$ cat config.mk
export PLATFORM = sky130hd
export DESIGN_NAME = aarch64_pc_relative_relocator_flat
export DESIGN_NICKNAME = d
export VERILOG_FILES = /design/src/rtl/a64rel_pkg.sv /design/src/rtl/a64rel_if.sv /design/src/rtl/a64rel_encode.sv /design/src/rtl/aarch64_pc_relative_relocator.sv /design/src/flat_wrapper.sv
export SDC_FILE = /design/constraint.sdc
export NUM_CORES = 1
export LEC_CHECK = 0
export BUFFER_PORTS_ARGS = -buffer_cell sky130_fd_sc_hd__buf_2
export CAP_MARGIN = 20
export CELL_PAD_IN_SITES_DETAIL_PLACEMENT = 1
export CELL_PAD_IN_SITES_GLOBAL_PLACEMENT = 2
export CORE_ASPECT_RATIO = 2
export CORE_MARGIN = 4
export CORE_UTILIZATION = 38
export CTS_CLUSTER_SIZE = 25
export DETAILED_ROUTE_END_ITERATION = 16
export PLACE_DENSITY = 0.82
export SYNTH_ARGS = -nofsm -noshare
export SYNTH_HDL_FRONTEND = slang
export SYNTH_SLANG_ARGS = --single-unit
$ cat constraint.sdc
create_clock -name clk -period 8.5 [get_ports clk]
set_input_delay 1.7 -clock clk [delete_from_list [all_inputs] [get_ports clk]]
set_output_delay 1.7 -clock clk [all_outputs]
set_load 0.01 [all_outputs]
$ cat src/rtl/a64rel_pkg.sv
`default_nettype none

package a64rel_pkg;

  typedef enum logic [2:0] {
    CLS_OTHER  = 3'd0,
    CLS_ADR    = 3'd1,
    CLS_LDRLIT = 3'd2,
    CLS_BBL    = 3'd3,
    CLS_BCOND  = 3'd4,
    CLS_CBZ    = 3'd5,
    CLS_TBZ    = 3'd6
  } cls_t;

  localparam logic [31:0] ADR_MASK    = 32'h9F00_0000;
  localparam logic [31:0] ADR_VAL     = 32'h1000_0000;
  localparam logic [31:0] ADRP_VAL    = 32'h9000_0000;
  localparam logic [31:0] LDRLIT_MASK = 32'h3B00_0000;
  localparam logic [31:0] LDRLIT_VAL  = 32'h1800_0000;
  localparam logic [31:0] BBL_MASK    = 32'h7C00_0000;
  localparam logic [31:0] BBL_VAL     = 32'h1400_0000;
  localparam logic [31:0] BCOND_MASK  = 32'hFF00_0010;
  localparam logic [31:0] BCOND_VAL   = 32'h5400_0000;
  localparam logic [31:0] CB_MASK     = 32'h7E00_0000;
  localparam logic [31:0] CBZ_VAL     = 32'h3400_0000;
  localparam logic [31:0] TBZ_VAL     = 32'h3600_0000;

  typedef struct packed {
    logic [31:0] relocated_word;
    logic        overflow;
    cls_t        instruction_class;
  } rel_result_t;

  function automatic cls_t classify(input logic [31:0] w);
    cls_t c;
    if ((w & ADR_MASK) == ADR_VAL || (w & ADR_MASK) == ADRP_VAL) c = CLS_ADR;
    else if ((w & LDRLIT_MASK) == LDRLIT_VAL) c = CLS_LDRLIT;
    else if ((w & BBL_MASK) == BBL_VAL) c = CLS_BBL;
    else if ((w & BCOND_MASK) == BCOND_VAL) c = CLS_BCOND;
    else if ((w & CB_MASK) == CBZ_VAL) c = CLS_CBZ;
    else if ((w & CB_MASK) == TBZ_VAL) c = CLS_TBZ;
    else c = CLS_OTHER;
    return c;
  endfunction

endpackage

`default_nettype wire

$ cat src/rtl/a64rel_if.sv
`default_nettype none

interface a64rel_req_if;
  logic        valid;
  logic        ready;
  logic [31:0] instruction_word;
  logic [63:0] source_address;
  logic [63:0] dest_address;

  modport source (output valid, instruction_word, source_address, dest_address,
                  input ready);
  modport sink (input valid, instruction_word, source_address, dest_address,
                output ready);
endinterface

interface a64rel_rsp_if;
  logic        valid;
  logic        ready;
  logic [31:0] relocated_word;
  logic        overflow;
  logic [2:0]  instruction_class;

  modport source (output valid, relocated_word, overflow, instruction_class,
                  input ready);
  modport sink (input valid, relocated_word, overflow, instruction_class,
                output ready);
endinterface

`default_nettype wire

$ cat src/rtl/a64rel_encode.sv
`default_nettype none

module a64rel_encode
  import a64rel_pkg::*;
(
  input  logic [31:0]  word,
  input  logic [63:0]  src,
  input  logic [63:0]  dst,
  output rel_result_t  result
);

  cls_t        cls;
  logic [20:0] adr_imm;
  logic [63:0] off;
  logic [63:0] d;
  logic [51:0] page;
  logic        fit20;
  logic        fit27;
  logic        fit15;
  logic        fit_page;
  logic        is_adrp;
  logic [20:0] nimm;
  logic        fits;
  logic [31:0] res;

  assign cls     = classify(word);
  assign adr_imm = {word[23:5], word[30:29]};
  assign is_adrp = word[31];

  always_comb begin
    case (cls)
      CLS_ADR: off = {{43{adr_imm[20]}}, adr_imm};
      CLS_BBL: off = {{36{word[25]}}, word[25:0], 2'b00};
      CLS_TBZ: off = {{48{word[18]}}, word[18:5], 2'b00};
      default: off = {{43{word[23]}}, word[23:5], 2'b00};
    endcase
  end

  assign d    = src + off - dst;
  assign page = src[63:12] + {{31{adr_imm[20]}}, adr_imm} - dst[63:12];

  assign fit20    = (&d[63:20]) || !(|d[63:20]);
  assign fit27    = (&d[63:27]) || !(|d[63:27]);
  assign fit15    = (&d[63:15]) || !(|d[63:15]);
  assign fit_page = (&page[51:20]) || !(|page[51:20]);

  assign nimm = is_adrp ? page[20:0] : d[20:0];

  always_comb begin
    res  = word;
    fits = 1'b1;
    case (cls)
      CLS_ADR: begin
        fits         = is_adrp ? fit_page : fit20;
        res[30:29]   = nimm[1:0];
        res[23:5]    = nimm[20:2];
      end
      CLS_BBL: begin
        fits      = fit27;
        res[25:0] = d[27:2];
      end
      CLS_TBZ: begin
        fits      = fit15;
        res[18:5] = d[15:2];
      end
      CLS_LDRLIT, CLS_BCOND, CLS_CBZ: begin
        fits      = fit20;
        res[23:5] = d[20:2];
      end
      default: begin
        fits = 1'b1;
      end
    endcase
  end

  assign result.relocated_word    = fits ? res : 32'd0;
  assign result.overflow          = !fits;
  assign result.instruction_class = cls;

endmodule

`default_nettype wire

$ cat src/rtl/aarch64_pc_relative_relocator.sv
`default_nettype none

// Channel | Direction | Payload
// req     | in        | instruction_word, source_address, dest_address
// rsp     | out       | relocated_word, overflow, instruction_class
//
// Each item passes an input register and a result register, and the block
// takes one item per cycle when rsp keeps ready high.
// The address adders and range checks sit combinationally between them.
// Reset (rst, synchronous) empties both registers; there is no other state.
// When rsp stalls, both registers hold and req.ready falls once they are full.

module aarch64_pc_relative_relocator
  import a64rel_pkg::*;
(
  input  logic                clk,
  input  logic                rst,
  a64rel_req_if.sink          req,
  a64rel_rsp_if.source        rsp
);

  logic        s1_valid;
  logic [31:0] s1_word;
  logic [63:0] s1_src;
  logic [63:0] s1_dst;
  logic        out_valid;
  rel_result_t out_result;
  rel_result_t enc_result;
  logic        s2_load;
  logic        s1_load;

  assign s2_load   = !out_valid || rsp.ready;
  assign s1_load   = !s1_valid || s2_load;
  assign req.ready = s1_load;

  a64rel_encode u_encode (
    .word   (s1_word),
    .src    (s1_src),
    .dst    (s1_dst),
    .result (enc_result)
  );

  always_ff @(posedge clk) begin
    if (rst) begin
      s1_valid  <= 1'b0;
      out_valid <= 1'b0;
    end else begin
      if (s1_load) begin
        s1_valid <= req.valid;
      end
      if (s2_load) begin
        out_valid <= s1_valid;
      end
    end
  end

  always_ff @(posedge clk) begin
    if (s1_load && req.valid) begin
      s1_word <= req.instruction_word;
      s1_src  <= req.source_address;
      s1_dst  <= req.dest_address;
    end
    if (s2_load && s1_valid) begin
      out_result <= enc_result;
    end
  end

  assign rsp.valid             = out_valid;
  assign rsp.relocated_word    = out_result.relocated_word;
  assign rsp.overflow          = out_result.overflow;
  assign rsp.instruction_class = out_result.instruction_class;

endmodule

`default_nettype wire

$ cat src/flat_wrapper.sv
// flat-port wrapper written by rule: the top's interface ports become plain ports
module aarch64_pc_relative_relocator_flat import a64rel_pkg::*;
  (clk, rst, req_valid, req_instruction_word, req_source_address, req_dest_address, req_ready, rsp_valid, rsp_relocated_word, rsp_overflow, rsp_instruction_class, rsp_ready);
  a64rel_req_if req_i ();
  a64rel_rsp_if rsp_i ();
  input  logic clk;
  input  logic rst;
  input wire logic [$bits(req_i.valid)-1:0] req_valid;
  input wire logic [$bits(req_i.instruction_word)-1:0] req_instruction_word;
  input wire logic [$bits(req_i.source_address)-1:0] req_source_address;
  input wire logic [$bits(req_i.dest_address)-1:0] req_dest_address;
  output wire logic [$bits(req_i.ready)-1:0] req_ready;
  output wire logic [$bits(rsp_i.valid)-1:0] rsp_valid;
  output wire logic [$bits(rsp_i.relocated_word)-1:0] rsp_relocated_word;
  output wire logic [$bits(rsp_i.overflow)-1:0] rsp_overflow;
  output wire logic [$bits(rsp_i.instruction_class)-1:0] rsp_instruction_class;
  input wire logic [$bits(rsp_i.ready)-1:0] rsp_ready;
  assign req_i.valid = req_valid;
  assign req_i.instruction_word = req_instruction_word;
  assign req_i.source_address = req_source_address;
  assign req_i.dest_address = req_dest_address;
  assign req_ready = req_i.ready;
  assign rsp_valid = rsp_i.valid;
  assign rsp_relocated_word = rsp_i.relocated_word;
  assign rsp_overflow = rsp_i.overflow;
  assign rsp_instruction_class = rsp_i.instruction_class;
  assign rsp_i.ready = rsp_ready;
  aarch64_pc_relative_relocator u_core (.clk(clk), .rst(rst), .req(req_i), .rsp(rsp_i));
endmodule
==> Word level (Yosys, flattened, before mapping) <==
Cells that the tools add are included.
{ "word_totals": {"ff_bits": 198, "in_bits": 164, "output_inout_bits": 38, "wordCells": 66} }
{ "classes": {"n_addsub": 4, "eq_ne": 13, "muxes": 15, "n_reduce_logical": 26} }
{ "ops": {"columns": ["cell", "n"], "rows": [
  ["$pmux W64 S3", 1],
  ["$add A64 B64 Y64", 1],
  ["$sub A64 B64 Y64", 1],
  ["$add A52 B52 Y52", 1],
  ["$sub A52 B52 Y52", 1],
  ["$reduce_and A49 Y1", 1],
  ["$reduce_or A49 Y1", 1],
  ["$reduce_and A44 Y1", 1],
  ["$reduce_or A44 Y1", 1],
  ["$pmux W14 S3", 1],
  ["$reduce_and A37 Y1", 1],
  ["$reduce_or A37 Y1", 1],
  ["$reduce_and A32 Y1", 1],
  ["$reduce_or A32 Y1", 1],
  ["$mux W21", 1],
  ["$eq A6 B5 Y1 const B", 3],
  ["$mux W3", 6],
  ["$pmux W5 S3", 1],
  ["$eq A3 B3 Y1 const B", 3],
  ["$eq A9 B8 Y1 const B", 1],
  ["$logic_not A1 Y1", 7],
  ["$logic_or A1 B1 Y1", 7],
  ["$eq A3 B2 Y1 const B", 2],
  ["$eq A6 B6 Y1 const B", 1],
  ["10 further kinds", 12]
]} }

==> Longest topological paths before layout <==
Gate-level depths: netlist of run 1.
{ "depth": {"ltp_word": 17, "depth_mapped": 23, "ltp_nobuf": 22} }

==> By module <==
From an unflattened synthesis of run 1, not the netlist that was laid out.
{ "unflattened": {"cells_unflattened": 2122, "area_unflattened_um2": 18984.5} }
{ "by_module_without_submodules": {"columns": ["module", "n_inst", "cells_per_inst", "area_each_um2", "seq_area_each_um2"], "rows": [
  ["a64rel_encode", 1, 1916, 12995.0, 0.0],
  ["aarch64_pc_relative_relocator", 1, 206, 5989.5, 5925.7]
]} }

==> Least setup slack after synthesis of run 1 <==
OpenSTA, ideal clock, no wires.
{ "synth_timing": {"path_type": "register to register", "start": "register u_core.s1_word[28]", "end": "register u_core.out_result (netlist bit u_core.rsp.relocated_word[28]) (data pin)", "setup_time_ns": 0.144, "arrival_time_ns": 6.649, "setup_slack_ns": 1.707, "stages_incl_launch_ff": 20, "n_path_buf": 2, "synth_period_minus_slack_ns": 6.793, "cell_sequence": "edfxtp_1 > nand3b_1 > nor3_2 > nor2_1 > a32o_1 > fa_1 > ha_1 > buf_2 > a21oi_1 > o211ai_1 > a21oi_1 > mux2i_1 > o211ai_1 > or4b_1 > or4_1 > or4_4 > o41ai_2 > a21oi_2 > buf_6 > a21boi_2"} }
{ "synth_between": {"elab_chain_cells": 16} }
{ "synth_rtl": {"columns": ["item", "line_no", "source"], "rows": [
  ["from (decl)", "aarch64_pc_relative_relocator.sv:23", "logic [31:0] s1_word;"],
  ["from (signal assigned)", "aarch64_pc_relative_relocator.sv:59", "s1_word <= req.instruction_word;"],
  ["$eq A6 B5 Y1", "a64rel_pkg.sv:41", "else if ((w & CB_MASK) == TBZ_VAL) c = CLS_TBZ;"],
  ["$mux W3", "a64rel_pkg.sv:41", null],
  ["$mux W3", "a64rel_pkg.sv:40", "else if ((w & CB_MASK) == CBZ_VAL) c = CLS_CBZ;"],
  ["$mux W3", "a64rel_pkg.sv:39", "else if ((w & BCOND_MASK) == BCOND_VAL) c = CLS_BCOND;"],
  ["$mux W3", "a64rel_pkg.sv:38", "else if ((w & BBL_MASK) == BBL_VAL) c = CLS_BBL;"],
  ["$mux W3", "a64rel_pkg.sv:37", "else if ((w & LDRLIT_MASK) == LDRLIT_VAL) c = CLS_LDRLIT;"],
  ["$mux W3", "a64rel_pkg.sv:36", "if ((w & ADR_MASK) == ADR_VAL || (w & ADR_MASK) == ADRP_VAL) c = CLS_ADR;"],
  ["$eq A3 B3 Y1 (tied with other cells)", "a64rel_encode.sv:31, a64rel_encode.sv:52", null],
  ["$pmux W64 S3", "a64rel_encode.sv:31", "case (cls)"],
  ["$add A64 B64 Y64", "a64rel_encode.sv:39", "assign d = src + off - dst;"],
  ["$sub A64 B64 Y64", "a64rel_encode.sv:39", null],
  ["$reduce_or A44 Y1", "a64rel_encode.sv:42", "assign fit20 = (&d[63:20]) || !(|d[63:20]);"],
  ["$logic_not A1 Y1", "a64rel_encode.sv:42", null],
  ["$logic_or A1 B1 Y1", "a64rel_encode.sv:42", null],
  ["$mux W1", "a64rel_encode.sv:54", "fits = is_adrp ? fit_page : fit20;"],
  ["$pmux W1 S4", "a64rel_encode.sv:52", "case (cls)"],
  ["to (signal assigned)", "aarch64_pc_relative_relocator.sv:64", "out_result <= enc_result;"],
  ["to (decl)", "aarch64_pc_relative_relocator.sv:27", "rel_result_t out_result;"]
]} }
Parallel ways exist; a longest one is shown, timed or not.
A chain may end at the register's enable or synchronous reset.

==> results of run 1 <==
## sequential cells by signal (all words and copies together) (netlist names)
name                          cells
u_core.rsp.instruction_class      3
u_core.rsp.overflow               1
u_core.rsp.relocated_word        32
u_core.rsp.valid                  1
u_core.s1_dst                    64
u_core.s1_src                    64
u_core.s1_valid                   1
u_core.s1_word                   32
## cell usage in the layout, fill, tap and decap left out, types with 11 or more instances in the layout
| cell type | instances |
|---|---|
| inv_1 | 271 |
| buf_2 | 201 |
| edfxtp_1 | 196 |
| a21oi_1 | 183 |
| nand2_1 | 178 |
| nor2_1 | 127 |
| o21ai_0 | 122 |
| ha_1 | 116 |
| fa_1 | 114 |
| xnor2_1 | 54 |
| nor3_1 | 49 |
| a21o_1 | 48 |
| nand4_1 | 45 |
| nand3_1 | 44 |
| xor2_1 | 38 |
| a211oi_1 | 29 |
| a21oi_2 | 29 |
| o21a_1 | 23 |
| buf_4 | 23 |
| or3_1 | 19 |
| clkbuf_16 | 17 |
| nor4_1 | 15 |
| o211ai_1 | 14 |
| mux2i_1 | 13 |
| and2_1 | 13 |
| o22ai_1 | 13 |
| nor2b_1 | 12 |
| and3_1 | 12 |
| o21bai_1 | 11 |
| a2111oi_0 | 11 |
## power groups by stage
stage | sequential [W] | clock (W) | combinational (W)
after floorplan | 0.00121 | 0 | 0.00155
after global placement | 0.00122 | 0 | 0.00240
final | 0.00120 | 0.000902 | 0.00250
after CTS | 0.00120 | 0.000909 | 0.00246
after global routing | 0.00121 | 0.000948 | 0.00268
after detailed placement | 0.00123 | 0 | 0.00245
## critical path: stages, from the launching register on
cell	delay, ns
edfxtp_1	0.46
nand3b_1	0.24
nor3_1	0.12
nor2_1	0.44
a32o_2	0.66
fa_1	0.54
ha_1	0.53
a21oi_1	0.74
o21ai_0	0.27
a21oi_1	0.27
o21ai_0	0.17
a211oi_1	0.69
xnor2_1	0.36
nand4_1	0.16
or4_1	0.58
or4_4	0.58
o41ai_2	0.49
a21oi_4	0.11
buf_12	0.20
and2_1	0.17
## metal layers
layer / wire length, µm / vias up
met3: 3200 / 300
met4: 9850 / 0
met1: 24900 / 8387
met2: 44000 / 660
li1: - / 7769
met5: 0 / -
## area by class of cell
| class | instances | area (µm²) |
|---|---|---|
| Clock buffer | 17 | 425 |
| Sequential cell | 198 | 5930 |
| Fill cell | 5785 | 27900 |
| Inverter | 271 | 1020 |
| Clock inverter | 15 | 196 |
| Multi-Input combinational cell | 1526 | 11600 |
| Timing Repair Buffer | 228 | 1230 |
| Tap cell | 643 | 805 |
## metrics by stage
| step | worst slack (ns) | cells | cell area, µm² | hold WS [ns] |
|---|---|---|---|---|
| after detailed placement | 0.568 | 2865 | 20500 | 0.512 |
| final | 0.399 | 2898 | 21200 | 0.528 |
| after global placement | 0.641 | 2863 | 20500 | 0.499 |
| after floorplan | 1.71 | 2065 | 18800 | 0.478 |
| after CTS | 0.521 | 2897 | 21200 | 0.529 |
| after global routing | 0.189 | 2898 | 21200 | 0.567 |
## cells by family (layout without fill, tap and decap cells)
| logic type | Yosys count | count (layout) | synth area share, % |
|---|---|---|---|
| AOI/OAI and AO/OA | 601 | 601 | 20.9 |
| and+or+nand+nor | 588 | 588 | 15.5 |
| DFF | 198 | 198 | 31.6 |
| adders and majority gates | 230 | 230 | 19.9 |
| xor gates and xnor gates | 92 | 92 | 4.29 |
| buffers and inverters | 341 | 531 | 7.02 |
| muxes | 15 | 15 | 0.813 |
## worst paths after layout
kind	endpoint	slack (ns)
setup / recovery	u_core.rsp.overflow$_DFFE_PP_	0.40
hold reg to reg	u_core.rsp.valid$_SDFFE_PP0P_	0.53
hold / removal	u_core.rsp.valid$_SDFFE_PP0P_	0.53
setup reg to reg	u_core.rsp.overflow$_DFFE_PP_	0.40
==> impl_metrics.ini, run 1 <==
[outcome]
outcome = finished clean

[timing]
fin_setup_tns_ns = 0
fmax_ghz = 0.123
fin_crit_ns = 8.10
relSlewSlack_pct = 26.1
tightestPinTransition_ns = 1.11
drv_slew = 0
hold_viol = 0
setup_viol = 0
rsz0062_at_grt = no
skew_ns = 0.0170
min_period_over_period_pct = 95.3

[cells_and_area]
drive_above_1_share_pct = 14.5
fin_nets = 2636
diodes = 0
area_growth_pct = 12.8
final_core_util_pct = 43.2

[routing]
routed_wl_um = 82000
drcViolationCount = 0
first_pass_iters = 7
drt_iter0_markers = 900
ant_nets = 0
via_count = 17100
vias_per_cell = 5.91
wire_per_inst_um = 28.3

[logic_synthesis]
ys.flop_type = edfxtp_1
ys_types = 88
synth_area_mm2 = 0.0188
seq_area_frac_synth_pct = 31.6
post-synth-top-count-cell = inv_1
ys_top_cells_by_area = edfxtp_1 (31%), fa_1 (12%), ha_1 (7.7%), inv_1 (5.4%), a21oi_1 (4.9%)
async_flop_share_pct = 0
synth.top_cell.area_share_pct = 31.3
synth_common_cells = inv_1 (271), edfxtp_1 (196), a21oi_1 (183)
syn-num-nets = 2459
synth_enable_flop_cells = 196
avgSynthCellArea_um2 = 9.09
yosysTopAreaCell = edfxtp_1
synth_warnings = 0
synth-seq-cells = 198
netlist_instances = 2065

[setup_path]
r2r_cells = 19
start_kind = flip-flop
startpoint = u_core.s1_word[26]$_DFFE_PP_
rr_startpoint = u_core.s1_word[26]$_DFFE_PP_
critPathKind = reg -> reg
crit_required_ns = 8.75
worst_setup_path_end_kind = flip-flop
cp.arrival_ns = 8.35
crit_fanout = 32

[grt]
antenna_found_initial = 0
groute.layer.met3.usage_pct = 3.96
busiest_layer = met2
gr-total-overflow = 0
grt_max_degree = 86
grt_use_total_pct = 30.8
grt_pass1_wl_um = 118000
grt_util_met2_pct = 58.1
met1_usage_pct = 26.5
grt_pass1_vias = 18900

[clocking]
clk_pin_slew_ns = 0.09
cts-root-buf = clkbuf_16
postCtsResizedCells = 0
cts.sinks = 198
cts_max_level = 4
hold_buffers = 0
clk_latency_ns = 0.49
clockBufferDepth = 2
post_cts_buffers = 0
numCtsBuffers = 17
cts_tree = yes

[floorplan]
start_util_pct = 38.3
design.die.area_mm2 = 0.0533
io_pins = 202
die_w_um = 165
chipHeight_um = 322
row_count = 115
coreArea_mm2 = 0.0491

[place]
dp_hpwl_um = 69900
portBuffers = 201
gp_congestion = 1.08

[min_path]
min_from = u_core.s1_valid$_SDFFE_PP0N_
holdPathStages = 2
min_path_type = reg -> reg

[power_and_ir_drop]
power_switching_share_pct = 48.0
peakVddDrop_mv = 0.114
finalPower_w = 0.00460
switching_power_w = 0.00221
p_comb_share_pct = 54.3
power_density_mw_per_mm2 = 217
p_seq_share_pct = 26.2
clock_power_share_pct = 19.6
p_leak_nw = 8.97
intPower_w = 0.00239

[flow_run]
cap_violations = 0
Power figures use the tool's default switching activity.
==> run 2: changes to the inputs <==
--- a/config.mk
+++ b/config.mk
@@ -15,6 +15,8 @@
 export CTS_CLUSTER_SIZE = 25
 export DETAILED_ROUTE_END_ITERATION = 16
 export PLACE_DENSITY = 0.82
+export RECOVER_POWER = 25
+export SLEW_MARGIN = 15
 export SYNTH_ARGS = -nofsm -noshare
 export SYNTH_HDL_FRONTEND = slang
 export SYNTH_SLANG_ARGS = --single-unit
==> impl_metrics.ini, run 2 (synthesis gave the netlist of run 1 again) <==
[outcome]
outcome = finished clean

[cells_and_area]
fin_nets = 2635
area_growth_pct = 12.8
fill_cells = 5763
reg.largest.list = u_core.s1_dst x64, u_core.s1_src x64
postLayoutCellArea_mm2 = 0.0212
drive_above_1_share_pct = 14.5
mostFrequentLayoutCell = inv_1
mostFrequentLayoutCells = inv_1 (271), buf_2 (201), edfxtp_1 (196)
diodes = 0
final_core_util_pct = 43.2

[setup_path]
crit_family = compound AO/OA/AOI/OAI gates
critPathKind = reg -> reg
path_cells = nand3b_1 -> nor3_1 -> nor2_1 -> a32o_2 -> fa_1 -> ha_1 -> a21oi_1 -> o21ai_0 -> a21oi_1 -> o21ai_0 -> a211oi_1 -> xnor2_1 -> nand4_1 -> or4_1 -> or4_4 -> o41ai_2 -> a21oi_4 -> buf_12 -> and2_1
worst_setup_path_end_kind = flip-flop
critPathMaxStageDelay_ns = 0.72
start_kind = flip-flop
crit_fanout = 32
reg2reg_to = u_core.rsp.overflow$_DFFE_PP_
rr_startpoint = u_core.s1_word[26]$_DFFE_PP_
r2r_cells = 19
crit_path_top_delay_cell = a21oi_1
cp.arrival_ns = 8.40
crit_required_ns = 8.75
r2r_slack_ns = 0.35
worst-path-buf-inv = 1

[floorplan]
chipHeight_um = 322
coreArea_mm2 = 0.0491
design.die.area_mm2 = 0.0533
row_count = 115
io_pins = 202
start_util_pct = 38.3
die_w_um = 165

[timing]
rsz0062_at_grt = no
hold_viol = 0
drv_slew = 0
setup_viol = 0
whs_ns = 0.524
fin_ws_ns = 0.348
min_period_over_period_pct = 95.9
fmax_ghz = 0.123
relSlewSlack_pct = 24.7
tightestPinTransition_ns = 1.13
fin_crit_ns = 8.15
skew_ns = 0.0173
fin_setup_tns_ns = 0

[clocking]
post_cts_buffers = 0
clk_latency_ns = 0.49
cts_max_level = 4
hold_buffers = 0
clockBufferDepth = 2
cts-root-buf = clkbuf_16
postCtsResizedCells = 0
cts.sinks = 198
cts_tree = yes
clk_pin_slew_ns = 0.09
numCtsBuffers = 17

[grt]
grt_pass1_vias = 19200
grt_use_total_pct = 31.0
grt_max_degree = 86
gr-total-overflow = 0
grt_pass1_wl_um = 119000
antenna_found_initial = 0

[min_path]
min_from = u_core.s1_valid$_SDFFE_PP0N_
min_to = u_core.rsp.valid$_SDFFE_PP0P_
holdPathStages = 2
min_path_type = reg -> reg

[routing]
first_pass_iters = 7
drcViolationCount = 0
ant_nets = 0
wire_per_inst_um = 28.4
vias_per_cell = 5.99
via_count = 17400
routed_wl_um = 82200
drt_iter0_markers = 968

[power_and_ir_drop]
p_leak_nw = 8.97
peakVddDrop_mv = 0.0972
power_density_mw_per_mm2 = 218

[place]
gp_congestion = 1.08
dp_worst_setup_slack_ns = 0.554
portBuffers = 201
dp_hpwl_um = 70100
post_dp_cell_area_mm2 = 0.0205

[flow_run]
cap_violations = 0
## run 2: layer usage
layer	vias up	wire length, µm	part of all wire, %	global-route usage [%]
met3	341	3850	4.7	4.92
met5	-	0	0	0
met4	0	10500	13	31.2
met2	733	43900	53	57.8
li1	7772	-	-	-
met1	8514	23900	29	26.2
## run 2: how the worst max path moves through the flow
| stage | from | endpoint | slack (ns) | cells past startpoint |
|---|---|---|---|---|
| floorplan | u_core.s1_word[28]$_DFFE_PP_ | u_core.rsp.relocated_word[28]$_SDFFCE_PN0P_ | 1.71 | 19 |
| global placement | u_core.s1_word[28]$_DFFE_PP_ | u_core.rsp.overflow$_DFFE_PP_ | 0.64 | 19 |
| detailed placement | u_core.s1_word[29]$_DFFE_PP_ | u_core.rsp.overflow$_DFFE_PP_ | 0.55 | 19 |
| CTS | u_core.s1_word[26]$_DFFE_PP_ | u_core.rsp.overflow$_DFFE_PP_ | 0.50 | 19 |
| global route | u_core.s1_word[26]$_DFFE_PP_ | u_core.rsp.overflow$_DFFE_PP_ | 0.24 | 19 |
| finish | u_core.s1_word[26]$_DFFE_PP_ | u_core.rsp.overflow$_DFFE_PP_ | 0.35 | 19 |
## run 2: report_power, final
group          internal [W]  switching, W
logic              0.000818       0.00169
clock network      0.000430      0.000473
registers           0.00115     0.0000575
## run 2: per-stage QoR
stage | power, W | std cells
after floorplan | 0.00275 | 2065
after global routing | 0.00485 | 2897
after CTS | 0.00458 | 2896
after global placement | 0.00363 | 2863
final | 0.00462 | 2897
after detailed placement | 0.00367 | 2864
## run 2: final cells by class
type,count,area [µm²],area share (%)
timing repair buffer,227,1220,5.77
inverter,271,1020,4.80
multi-input combinational,1526,11600,54.7
sequential,198,5930,28.0
clock buffer,17,425,2.01
clock inverter,15,196,0.927
tap,643,805,3.80
## run 2: worst min-delay path: cells and delay by family, from the launching register on
kind          cells  cell delay [ns]
flops             1             0.34
simple gates      2             0.14
